[config.mk]
export PLATFORM = sky130hd
export DESIGN_NAME = first_match_packet_filter_flat
export DESIGN_NICKNAME = d
export VERILOG_FILES = /design/src/design/fmpf_pkg.sv /design/src/design/fmpf_if.sv /design/src/design/fmpf_ram.sv /design/src/design/first_match_packet_filter.sv /design/src/flat_wrapper.sv
export VERILOG_INCLUDE_DIRS = /design/src /design/src/design
export SDC_FILE = /design/constraint.sdc
export NUM_CORES = 2
export LEC_CHECK = 0
export BUFFER_PORTS_ARGS = -buffer_cell sky130_fd_sc_hd__buf_2
export CELL_PAD_IN_SITES_DETAIL_PLACEMENT = 2
export CELL_PAD_IN_SITES_GLOBAL_PLACEMENT = 2
export CORE_ASPECT_RATIO = 2
export CORE_UTILIZATION = 46
export CTS_CLUSTER_SIZE = 20
export DETAILED_ROUTE_END_ITERATION = 7
export PLACE_DENSITY = 0.82
export SYNTH_ARGS = -nofsm -noshare
export SYNTH_HDL_FRONTEND = slang
export SYNTH_SLANG_ARGS = --single-unit
[constraint.sdc]
create_clock -name clk -period 21.1 [get_ports clk]
set_input_delay 4.22 -clock clk [delete_from_list [all_inputs] [get_ports clk]]
set_output_delay 4.22 -clock clk [all_outputs]
set_load 0.03 [all_outputs]
[src/design/first_match_packet_filter_defines.svh]
// Assertion macros used by the filter RTL.
`ifndef FIRST_MATCH_PACKET_FILTER_DEFINES_SVH
`define FIRST_MATCH_PACKET_FILTER_DEFINES_SVH

// Condition must hold at every clock edge out of reset.
`define FMPF_ASSERT(label, cond, msg) \
	label: assert property (@(posedge clk) disable iff (!arst_n) (cond)) \
		else $error(msg);

// Overlapping implication, checked out of reset.
`define FMPF_ASSERT_IMP(label, ante, cons, msg) \
	label: assert property (@(posedge clk) disable iff (!arst_n) (ante) |-> (cons)) \
		else $error(msg);

// Next-cycle implication, checked out of reset.
`define FMPF_ASSERT_NXT(label, ante, cons, msg) \
	label: assert property (@(posedge clk) disable iff (!arst_n) (ante) |=> (cons)) \
		else $error(msg);

`endif

[src/design/fmpf_pkg.sv]
package fmpf_pkg;

	localparam int Rules = 16;
	localparam int IdxW  = (Rules > 1) ? $clog2(Rules) : 1;
	localparam int CntW  = $clog2(Rules + 1);

	localparam logic signed [7:0] PrioMax = 8'sd10;
	localparam logic signed [7:0] PrioMin = -8'sd10;
	localparam logic [31:0] FirstId = 32'd1;

	localparam logic [7:0]  ProtoIcmp = 8'd1;
	localparam logic [7:0]  ProtoTcp  = 8'd6;
	localparam logic [7:0]  ProtoUdp  = 8'd17;
	localparam logic [15:0] IcmpFilterProhib = 16'h030D;
	localparam logic [2:0]  ActMax = 3'd3;

	typedef enum logic [1:0] {
		FUNC_CLASSIFY = 2'd0,
		FUNC_ADD      = 2'd1,
		FUNC_DELETE   = 2'd2,
		FUNC_BAD      = 2'd3
	} func_t;

	typedef enum logic [1:0] {
		ST_OK        = 2'd0,
		ST_INVALID   = 2'd1,
		ST_FULL      = 2'd2,
		ST_NOT_FOUND = 2'd3
	} status_t;

	typedef enum logic [1:0] {
		VERD_PASS   = 2'd0,
		VERD_DROP   = 2'd1,
		VERD_REJECT = 2'd2
	} verdict_t;

	typedef enum logic [1:0] {
		ACT_PRIORITY = 2'd0,
		ACT_REJECT   = 2'd1,
		ACT_DROP     = 2'd2,
		ACT_ALLOW    = 2'd3
	} action_t;

	typedef enum logic [1:0] {
		S_IDLE,
		S_EXEC,
		S_SCAN,
		S_FINISH
	} state_t;

	typedef struct packed {
		logic [31:0] id;
		logic [3:0]  dev;
		logic [7:0]  proto;
		logic [31:0] src_addr;
		logic [31:0] src_mask;
		logic [31:0] dst_addr;
		logic [31:0] dst_mask;
		logic [15:0] src_port;
		logic [15:0] dst_port;
		logic [1:0]  action;
	} rule_t;

	localparam int RuleW = $bits(rule_t);

	typedef struct packed {
		logic [1:0]        func;
		logic [3:0]        dev;
		logic [7:0]        proto;
		logic [31:0]       src_addr;
		logic [31:0]       src_mask;
		logic [31:0]       dst_addr;
		logic [31:0]       dst_mask;
		logic [15:0]       src_port;
		logic [15:0]       dst_port;
		logic signed [7:0] rule_priority;
		logic [2:0]        action;
		logic [31:0]       rule_id;
	} req_t;

	typedef struct packed {
		logic            any;
		logic [IdxW-1:0] idx;
	} free_t;

	// Lowest free slot.
	function automatic free_t first_free(input logic [Rules-1:0] valid);
		free_t f;
		f = '0;
		for (int i = Rules - 1; i >= 0; i--) begin
			if (!valid[i]) begin
				f.any = 1'b1;
				f.idx = IdxW'(i);
			end
		end
		return f;
	endfunction

	// Every nonzero rule field must agree with the packet.
	function automatic logic rule_match(input rule_t r, input logic [3:0] dev,
			input logic [7:0] proto, input logic [31:0] sa, input logic [31:0] da,
			input logic [15:0] sp, input logic [15:0] dp);
		logic m;
		m = 1'b1;
		if (r.dev != '0 && r.dev != dev) m = 1'b0;
		if (r.proto != '0 && r.proto != proto) m = 1'b0;
		if (r.src_addr != '0 && (r.src_addr & r.src_mask) != (sa & r.src_mask)) m = 1'b0;
		if (r.dst_addr != '0 && (r.dst_addr & r.dst_mask) != (da & r.dst_mask)) m = 1'b0;
		if (r.src_port != '0 && r.src_port != sp) m = 1'b0;
		if (r.dst_port != '0 && r.dst_port != dp) m = 1'b0;
		return m;
	endfunction

endpackage

[src/design/fmpf_if.sv]
interface fmpf_req_if;
	logic              valid;
	logic              ready;
	logic [1:0]        func;
	logic [3:0]        dev;
	logic [7:0]        proto;
	logic [31:0]       src_addr;
	logic [31:0]       src_mask;
	logic [31:0]       dst_addr;
	logic [31:0]       dst_mask;
	logic [15:0]       src_port;
	logic [15:0]       dst_port;
	logic signed [7:0] rule_priority;
	logic [2:0]        action;
	logic [31:0]       rule_id;

	modport source (output valid, func, dev, proto, src_addr, src_mask, dst_addr, dst_mask,
		src_port, dst_port, rule_priority, action, rule_id, input ready);
	modport sink (input valid, func, dev, proto, src_addr, src_mask, dst_addr, dst_mask,
		src_port, dst_port, rule_priority, action, rule_id, output ready);
endinterface

interface fmpf_rsp_if;
	logic        valid;
	logic        ready;
	logic [1:0]  status;
	logic [1:0]  verdict;
	logic        hit;
	logic [31:0] result_id;

	modport source (output valid, status, verdict, hit, result_id, input ready);
	modport sink (input valid, status, verdict, hit, result_id, output ready);
endinterface

[src/design/fmpf_ram.sv]
module fmpf_ram #(
	parameter int Width = 8,
	parameter int Depth = 16,
	localparam int AddrW = (Depth > 1) ? $clog2(Depth) : 1
) (
	input  logic                  clk,
	input  logic                  we,
	input  logic [AddrW-1:0]      waddr,
	input  logic [Width-1:0]      wdata,
	input  logic                  re,
	input  logic [AddrW-1:0]      raddr,
	output logic [Width-1:0]      rdata
);
	logic [Width-1:0] mem_q [Depth];

	always_ff @(posedge clk) begin
		if (we) begin
			mem_q[waddr] <= wdata;
		end
		if (re) begin
			rdata <= mem_q[raddr];
		end
	end
endmodule

[src/design/first_match_packet_filter.sv]
// First-match IPv4 packet filter.
// req channel: one transaction per operation, func selects classify, add rule
// or delete rule. rsp channel: exactly one transaction per request, carrying
// status, verdict, hit and result_id.
// Rules live in a single-port-read table RAM of RULES entries; slot valid bits
// and the next id counter are flip-flops.
// Classify and delete scan the table one slot per cycle through the RAM read
// port. Add and an ICMP filter-prohibited packet skip the scan.
// One operation is in flight at a time; the next request is taken as soon as
// the current result has moved into the response register.
// Reset empties the table (all slots invalid) and sets the next id to 1;
// no clearing pass is needed. A stalled receiver holds the response register;
// one more operation may run up to its finish state behind it and then waits.
module first_match_packet_filter
	import fmpf_pkg::*;
(
	input  logic      clk,
	input  logic      arst_n,
	fmpf_req_if.sink  req,
	fmpf_rsp_if.source rsp
);
`include "first_match_packet_filter_defines.svh"

	state_t          state_q, state_d;
	req_t            req_q;
	logic [Rules-1:0] valid_q;
	logic [31:0]     next_id_q;
	logic [CntW-1:0] cnt_q;
	logic            vld_s1;
	logic [IdxW-1:0] idx_s1;
	logic            found_q;
	logic [31:0]     best_id_q;
	logic [1:0]      best_act_q;
	logic [IdxW-1:0] del_idx_q;
	logic [1:0]      p_status_q;
	logic [31:0]     p_id_q;

	logic            out_valid_q;
	logic [1:0]      out_status_q;
	logic [1:0]      out_verdict_q;
	logic            out_hit_q;
	logic [31:0]     out_id_q;

	rule_t           rd_rule;
	rule_t           wr_rule;
	free_t           free_slot;
	logic            is_l4;
	logic [15:0]     pkt_sp, pkt_dp;
	logic            prohib;
	logic            args_ok;
	logic            add_do;
	logic            scan_issue;
	logic            slot_hit;
	logic            finish_go;
	logic [RuleW-1:0] rd_bits;

	logic [1:0]      fin_status, fin_verdict;
	logic            fin_hit;
	logic [31:0]     fin_id;

	assign req.ready = (state_q == S_IDLE);

	assign is_l4   = (req_q.proto == ProtoTcp) || (req_q.proto == ProtoUdp);
	assign pkt_sp  = is_l4 ? req_q.src_port : '0;
	assign pkt_dp  = is_l4 ? req_q.dst_port : '0;
	assign prohib  = (req_q.proto == ProtoIcmp) && (req_q.src_port == IcmpFilterProhib);
	assign args_ok = (req_q.rule_priority <= PrioMax) && (req_q.rule_priority >= PrioMin)
		&& (req_q.action <= ActMax);
	assign free_slot = first_free(valid_q);

	assign add_do = (state_q == S_EXEC) && (func_t'(req_q.func) == FUNC_ADD)
		&& args_ok && free_slot.any;
	assign scan_issue = (state_q == S_SCAN) && (cnt_q < CntW'(Rules));
	assign finish_go  = (state_q == S_FINISH) && (!out_valid_q || rsp.ready);

	always_comb begin
		wr_rule          = '0;
		wr_rule.id       = next_id_q;
		wr_rule.dev      = req_q.dev;
		wr_rule.proto    = req_q.proto;
		wr_rule.src_addr = req_q.src_addr;
		wr_rule.src_mask = req_q.src_mask;
		wr_rule.dst_addr = req_q.dst_addr;
		wr_rule.dst_mask = req_q.dst_mask;
		wr_rule.src_port = req_q.src_port;
		wr_rule.dst_port = req_q.dst_port;
		wr_rule.action   = req_q.action[1:0];
	end

	fmpf_ram #(
		.Width (RuleW),
		.Depth (Rules)
	) u_table (
		.clk   (clk),
		.we    (add_do),
		.waddr (free_slot.idx),
		.wdata (wr_rule),
		.re    (scan_issue),
		.raddr (cnt_q[IdxW-1:0]),
		.rdata (rd_bits)
	);

	assign rd_rule  = rule_t'(rd_bits);
	assign slot_hit = vld_s1 && valid_q[idx_s1];

	// Next state
	always_comb begin
		state_d = state_q;
		case (state_q)
			S_IDLE: begin
				if (req.valid) state_d = S_EXEC;
			end
			S_EXEC: begin
				case (func_t'(req_q.func))
					FUNC_CLASSIFY: state_d = prohib ? S_FINISH : S_SCAN;
					FUNC_DELETE:   state_d = S_SCAN;
					default:       state_d = S_FINISH;
				endcase
			end
			S_SCAN: begin
				if (vld_s1 && idx_s1 == IdxW'(Rules - 1)) state_d = S_FINISH;
			end
			S_FINISH: begin
				if (finish_go) state_d = S_IDLE;
			end
			default: state_d = S_IDLE;
		endcase
	end

	// Result of the finished operation
	always_comb begin
		fin_status  = p_status_q;
		fin_verdict = VERD_PASS;
		fin_hit     = 1'b0;
		fin_id      = p_id_q;
		case (func_t'(req_q.func))
			FUNC_CLASSIFY: begin
				fin_status = ST_OK;
				fin_hit    = found_q;
				fin_id     = found_q ? best_id_q : '0;
				if (found_q) begin
					case (action_t'(best_act_q))
						ACT_REJECT: fin_verdict = VERD_REJECT;
						ACT_DROP:   fin_verdict = VERD_DROP;
						default:    fin_verdict = VERD_PASS;
					endcase
				end
			end
			FUNC_DELETE: begin
				fin_status = found_q ? ST_OK : ST_NOT_FOUND;
				fin_id     = '0;
			end
			default: ;
		endcase
	end

	always_ff @(posedge clk or negedge arst_n) begin
		if (!arst_n) begin
			state_q     <= S_IDLE;
			valid_q     <= '0;
			next_id_q   <= FirstId;
			vld_s1      <= 1'b0;
			out_valid_q <= 1'b0;
		end else begin
			state_q <= state_d;
			vld_s1  <= scan_issue;
			if (add_do) begin
				valid_q[free_slot.idx] <= 1'b1;
				// skip zero on wrap
				next_id_q <= (next_id_q == '1) ? FirstId : next_id_q + 32'd1;
			end
			if (finish_go && func_t'(req_q.func) == FUNC_DELETE && found_q) begin
				valid_q[del_idx_q] <= 1'b0;
			end
			if (finish_go) begin
				out_valid_q <= 1'b1;
			end else if (rsp.ready) begin
				out_valid_q <= 1'b0;
			end
		end
	end

	always_ff @(posedge clk) begin
		if (req.valid && req.ready) begin
			req_q.func          <= req.func;
			req_q.dev           <= req.dev;
			req_q.proto         <= req.proto;
			req_q.src_addr      <= req.src_addr;
			req_q.src_mask      <= req.src_mask;
			req_q.dst_addr      <= req.dst_addr;
			req_q.dst_mask      <= req.dst_mask;
			req_q.src_port      <= req.src_port;
			req_q.dst_port      <= req.dst_port;
			req_q.rule_priority <= req.rule_priority;
			req_q.action        <= req.action;
			req_q.rule_id       <= req.rule_id;
		end
		idx_s1 <= cnt_q[IdxW-1:0];
		if (state_q == S_EXEC) begin
			cnt_q   <= '0;
			found_q <= 1'b0;
			// unknown func is rejected like a bad rule
			if (func_t'(req_q.func) == FUNC_BAD || !args_ok) begin
				p_status_q <= ST_INVALID;
				p_id_q     <= '0;
			end else if (!free_slot.any) begin
				p_status_q <= ST_FULL;
				p_id_q     <= '0;
			end else begin
				p_status_q <= ST_OK;
				p_id_q     <= next_id_q;
			end
		end
		if (scan_issue) begin
			cnt_q <= cnt_q + CntW'(1);
		end
		if (slot_hit) begin
			if (func_t'(req_q.func) == FUNC_DELETE) begin
				// first slot holding the id wins
				if (!found_q && rd_rule.id == req_q.rule_id) begin
					found_q   <= 1'b1;
					del_idx_q <= idx_s1;
				end
			end else if (rule_match(rd_rule, req_q.dev, req_q.proto, req_q.src_addr,
					req_q.dst_addr, pkt_sp, pkt_dp)) begin
				if (!found_q || rd_rule.id < best_id_q) begin
					found_q    <= 1'b1;
					best_id_q  <= rd_rule.id;
					best_act_q <= rd_rule.action;
				end
			end
		end
		if (finish_go) begin
			out_status_q  <= fin_status;
			out_verdict_q <= fin_verdict;
			out_hit_q     <= fin_hit;
			out_id_q      <= fin_id;
		end
	end

	assign rsp.valid     = out_valid_q;
	assign rsp.status    = out_status_q;
	assign rsp.verdict   = out_verdict_q;
	assign rsp.hit       = out_hit_q;
	assign rsp.result_id = out_id_q;

	`FMPF_ASSERT(a_next_id_nonzero, next_id_q != '0, "next id reached zero")
	`FMPF_ASSERT_IMP(a_scan_stage_in_scan, vld_s1, state_q == S_SCAN,
		"table read data outside a scan")
	`FMPF_ASSERT_NXT(a_add_fills_slot, add_do,
		$countones(valid_q) == $past($countones(valid_q)) + 1, "add did not fill a slot")
	`FMPF_ASSERT_IMP(a_hit_has_id, rsp.valid && rsp.hit,
		rsp.status == ST_OK && rsp.result_id != '0, "hit without a rule id")
	`FMPF_ASSERT_IMP(a_no_ready_while_busy, state_q != S_IDLE, !req.ready,
		"request taken while an operation is in flight")
endmodule
[src/flat_wrapper.sv]
// flat-port wrapper written by rule: the top's interface ports become plain ports
module first_match_packet_filter_flat import fmpf_pkg::*;
  (clk, arst_n, req_valid, req_func, req_dev, req_proto, req_src_addr, req_src_mask, req_dst_addr, req_dst_mask, req_src_port, req_dst_port, req_rule_priority, req_action, req_rule_id, req_ready, rsp_valid, rsp_status, rsp_verdict, rsp_hit, rsp_result_id, rsp_ready);
  fmpf_req_if req_i ();
  fmpf_rsp_if rsp_i ();
  input  logic clk;
  input  logic arst_n;
  input wire logic [$bits(req_i.valid)-1:0] req_valid;
  input wire logic [$bits(req_i.func)-1:0] req_func;
  input wire logic [$bits(req_i.dev)-1:0] req_dev;
  input wire logic [$bits(req_i.proto)-1:0] req_proto;
  input wire logic [$bits(req_i.src_addr)-1:0] req_src_addr;
  input wire logic [$bits(req_i.src_mask)-1:0] req_src_mask;
  input wire logic [$bits(req_i.dst_addr)-1:0] req_dst_addr;
  input wire logic [$bits(req_i.dst_mask)-1:0] req_dst_mask;
  input wire logic [$bits(req_i.src_port)-1:0] req_src_port;
  input wire logic [$bits(req_i.dst_port)-1:0] req_dst_port;
  input wire logic [$bits(req_i.rule_priority)-1:0] req_rule_priority;
  input wire logic [$bits(req_i.action)-1:0] req_action;
  input wire logic [$bits(req_i.rule_id)-1:0] req_rule_id;
  output wire logic [$bits(req_i.ready)-1:0] req_ready;
  output wire logic [$bits(rsp_i.valid)-1:0] rsp_valid;
  output wire logic [$bits(rsp_i.status)-1:0] rsp_status;
  output wire logic [$bits(rsp_i.verdict)-1:0] rsp_verdict;
  output wire logic [$bits(rsp_i.hit)-1:0] rsp_hit;
  output wire logic [$bits(rsp_i.result_id)-1:0] rsp_result_id;
  input wire logic [$bits(rsp_i.ready)-1:0] rsp_ready;
  assign req_i.valid = req_valid;
  assign req_i.func = req_func;
  assign req_i.dev = req_dev;
  assign req_i.proto = req_proto;
  assign req_i.src_addr = req_src_addr;
  assign req_i.src_mask = req_src_mask;
  assign req_i.dst_addr = req_dst_addr;
  assign req_i.dst_mask = req_dst_mask;
  assign req_i.src_port = req_src_port;
  assign req_i.dst_port = req_dst_port;
  assign req_i.rule_priority = req_rule_priority;
  assign req_i.action = req_action;
  assign req_i.rule_id = req_rule_id;
  assign req_ready = req_i.ready;
  assign rsp_valid = rsp_i.valid;
  assign rsp_status = rsp_i.status;
  assign rsp_verdict = rsp_i.verdict;
  assign rsp_hit = rsp_i.hit;
  assign rsp_result_id = rsp_i.result_id;
  assign rsp_i.ready = rsp_ready;
  first_match_packet_filter u_core (.clk(clk), .arst_n(arst_n), .req(req_i), .rsp(rsp_i));
endmodule
==> run metrics, run 1 <==
status=stopped before the end; Halt Stage=detailed placement (3_5_place_dp); tool error=[ERROR DPL-0033] detailed placement checks failed during check placement.; top cell type's share of synthesized area=78.8%; largest cells by area after synthesis=edfxtp_1 79%, mux4_2 16%, dfrtp_1 0.87%; flops & latches, synth=3,890; chip width=400 um; Mapped Area=0.146 mm^2; EDFF count, synth=3,833; synth cell count leaders=3,833 x edfxtp_1, 1,035 x mux4_2, 179 x clkbuf_1; std cell rows=292; Initial Utilization=46.2%; yosys warns=0; IO Port Bufs=259; dpl hpwl=310,000 um; post-synth top area cell=edfxtp_1; GP Congestion=0.799; Syn Nets=6,188; FFs w/ async S/R, synth=1.34%; count leader, synth=edfxtp_1; register area share after synthesis=79.8%; syn avg cell area=24.6 um^2; Die Y-Extent=799 um; io pins=260; post-synthesis cell count=5,930; Post-synth top flop=edfxtp_1; post-synth cell types=67
==> through the flow <==
step / std cells / setup WS, ns / area, um^2 / hold slack [ns]
2_1_floorplan: 5930 / 4.04 / 146000 / 0.346
3_3_place_gp: 10200 / 14.04 / 153000 / 0.480
==> kinds of logic after synthesis <==
logic type | count (synthesis) | share of synthesized area (%)
flip-flops | 3890 | 79.8
buffers and inverters | 296 | 0.797
XOR/XNOR | 152 | 0.911
AND/OR/NAND/NOR | 327 | 1.26
AO/OA/AOI/OAI | 192 | 0.982
multiplexers | 1036 | 16.0
adder cells (fa/ha/maj) | 37 | 0.317
==> run 2, diff against run 1 <==
--- a/config.mk
+++ b/config.mk
@@ -7,13 +7,9 @@
 export NUM_CORES = 2
 export LEC_CHECK = 0
 export BUFFER_PORTS_ARGS = -buffer_cell sky130_fd_sc_hd__buf_2
-export CELL_PAD_IN_SITES_DETAIL_PLACEMENT = 2
-export CELL_PAD_IN_SITES_GLOBAL_PLACEMENT = 2
-export CORE_ASPECT_RATIO = 2
-export CORE_UTILIZATION = 46
-export CTS_CLUSTER_SIZE = 20
+export CORE_UTILIZATION = 31
 export DETAILED_ROUTE_END_ITERATION = 7
-export PLACE_DENSITY = 0.82
+export PLACE_DENSITY_LB_ADDON = 0.15
 export SYNTH_ARGS = -nofsm -noshare
 export SYNTH_HDL_FRONTEND = slang
 export SYNTH_SLANG_ARGS = --single-unit
==> run metrics, run 2 <==
Multi-input gate area=0.0285 mm^2; Switching Share=27.4%; Crit Reg-Reg Startpoint=u_core.state_q[1]$_DFFE_PN0P_; Sequential Area=0.117 mm^2; flops & latches, synth=3,890 (unchanged); final worst-path cycle share=30.0%; Flop pwr share=46.1%; io pins=260 (unchanged); syn avg cell area=24.6 um^2 (unchanged); Max Buffers Root-to-Sink=4; reg2reg setup slack=14.76 ns; hold depth=0; DR pass1 iterations=5; critical path required time=21.65 ns; number of global-route vias before repair=69,900; Clock power frac=33.8%; grt ovf=0; biggest regs=u_core.u_table.mem_q (3296), u_core.req_q (217), u_core.u_table.rdata (206); Final Skew=0.0546 ns; drt via density=4.94; status=completed; most common cell after layout, fill and taps aside=edfxtp_1; flip-flop count of the largest register after layout=3,296; Internal=0.0153 W; final WL=384,000 um; Final min period=6.34 ns; Fillers=42,500; Vias=64,500; die area=0.474 mm^2; final slew viol count=0; dpl hpwl=197,000 um (-36%); hold_buf cts=0; VDD IR max=0.108 mV; setup TNS=0 ns; yosys warns=0 (unchanged); register area share after synthesis=79.8% (unchanged); max_slew headroom=23.1%; Pwr Density=125 mW/mm^2; CP max FO=76; Clock Latency Late Sink=0.97 ns; post-synth cell types=67 (unchanged); R2R Path End=u_core.u_table.mem_q[8][92]$_DFFE_PP_; Max Cap Viol=0; Detailed Route Iter0 Violations=4,912; combinational share of power=20.0%; Die Y-Extent=688 um (-14%); Critical Path Start Type=flop; post-synth top area cell=edfxtp_1; post-synthesis cell count=5,930 (unchanged); Hold WC Path Type=reg -> reg; post-route insts no fill=13,100; Post-synth top flop=edfxtp_1; DRC Markers=0; Avg WL per Cell=29.4 um; Switch Pwr=0.00576 W; Worst-path clk slew=0.06 ns; count leader, synth=edfxtp_1; hold_sp=u_core.u_table.rdata[0]$_DFFE_PP_; Inst Count DP=12,300; FFs w/ async S/R, synth=1.34% (unchanged); IO Port Bufs=259 (unchanged); largest net degree at the start of global routing=145; antenna violations before repair=15; Worst Reg-to-Reg Cells=11; layout cells sized above 1=29.7%; Initial Utilization=31.2% (-15 points); largest cells by area after synthesis=edfxtp_1 79%, mux4_2 16%, dfrtp_1 0.87%; EDFF count, synth=3,833 (unchanged); synth cell count leaders=3,833 x edfxtp_1, 1,035 x mux4_2, 179 x clkbuf_1; Mapped Area=0.146 mm^2 (unchanged); Worst setup EP type=flop; Final setup viols=0; first-pass GRT wire length=542,000 um; Area Overhead vs Synth=15.6%; unrepaired setup endpoints after global routing=false; remaining antenna violation count=0; Final nets=6,764; chip width=688 um (+72%); clock sinks=3,890; Arr. time, crit path=6.89 ns; WS Path Type=reg -> reg; TritonCTS Buffers=429; Syn Nets=6,188 (unchanged); GP Congestion=0.731 (-8.5%); Top reg by flops=u_core.u_table.mem_q; most frequent cells in the layout=3,833 x edfxtp_1, 1,035 x mux4_2, 432 x clkbuf_16; CTS resizes=0; worst hold endpoint=u_core.best_act_q[0]$_DFFE_PP_; Core Box Area=0.468 mm^2; std cell rows=251 (-14%); Hold Slack=0.426 ns; Pleak=51.2 nW; gr usage total=16.0%; worst slew pin tran=1.15 ns; clk root buf=clkbuf_16; endpoints failing hold=0; Post-CTS Setup Inserts=0; CTS tree=yes; H-Tree Depth=5; top cell type's share of synthesized area=78.8% (unchanged); fmax=158 MHz
==> run 2: worst max-delay path by stage <==
| stage | start | end | slack [ns] | depth (start not counted) |
|---|---|---|---|---|
| finish | u_core.state_q[1]$_DFFE_PN0P_ | u_core.u_table.mem_q[8][92]$_DFFE_PP_ | 14.76 | 11 |
| global route | u_core.state_q[1]$_DFFE_PN0P_ | u_core.u_table.mem_q[8][92]$_DFFE_PP_ | 14.36 | 11 |
| floorplan | u_core.state_q[1]$_DFFE_PN0P_ | u_core.u_table.mem_q[1][0]$_DFFE_PP_ | 4.04 | 6 |
| CTS | u_core.state_q[1]$_DFFE_PN0P_ | u_core.u_table.mem_q[8][90]$_DFFE_PP_ | 14.58 | 11 |
| global placement | req_valid | u_core.req_q[133]$_DFFE_PP_ | 13.96 | 5 |
| detailed placement | req_valid | u_core.req_q[133]$_DFFE_PP_ | 13.86 | 5 |
==> run 2: per-layer routing <==
layer	GRT usage (%)	part of all wire (%)	wire [um]
met1	21.8	44	169000
met2	27.5	50	193000
met3	2.19	3.6	14000
met4	3.13	1.9	7330
met5	0	0.0031	12
==> run 2: cells by family after synthesis <==
logic type	Yosys count	synth area share, %
multiplexers	1036	16.0
AO/OA/AOI/OAI	192	0.982
buffers and inverters	296	0.797
flip-flops	3890	79.8
XOR/XNOR	152	0.911
AND/OR/NAND/NOR	327	1.26
adder cells (fa/ha/maj)	37	0.317
==> run 2: worst max-delay path, cell delays in order (launching register included) <==
cell and delay [ns]:
dfrtp_1 0.41, inv_1 0.12, ha_2 0.79, inv_1 0.23, nor3b_2 0.42, nand3_4 0.20, nor2_1 0.25, nand3b_1 0.37
nor2_4 0.73, buf_4 0.76, buf_12 0.59, buf_4 0.80
==> run 2: stage by stage <==
stage                     cell area [um^2]  setup WS (ns)  total power, W  utilization [%]
final                               169000          14.76          0.0210             36.1
after global routing                169000          14.36          0.0219             36.1
after CTS                           169000          14.58          0.0214             36.1
after detailed placement            156000          13.86          0.0143             33.2
after global placement              156000          13.96          0.0142             33.2
after floorplan                     146000           4.04          0.0127                -
==> run 2: cell type report <==
class                      instances  area share [%]
timing repair buffer             391            1.54
tap                             6198            4.59
clock buffer                     539            6.64
antenna                            4         0.00593
multi-input combinational       1744            16.9
inverter                          50           0.116
clock inverter                   240            1.20
sequential                      3890            69.0
==> run 2: power groups by stage <==
stage / registers [W] / logic [W] / clock network [W]
3_5_place_dp: 0.00989 / 0.00438 / 0
2_1_floorplan: 0.00966 / 0.00307 / 0
4_1_cts: 0.00973 / 0.00438 / 0.00732
6_report: 0.00971 / 0.00422 / 0.00712
5_1_grt: 0.00976 / 0.00454 / 0.00760
3_3_place_gp: 0.00987 / 0.00436 / 0
No activity file was read; power rests on OpenSTA's default activity.
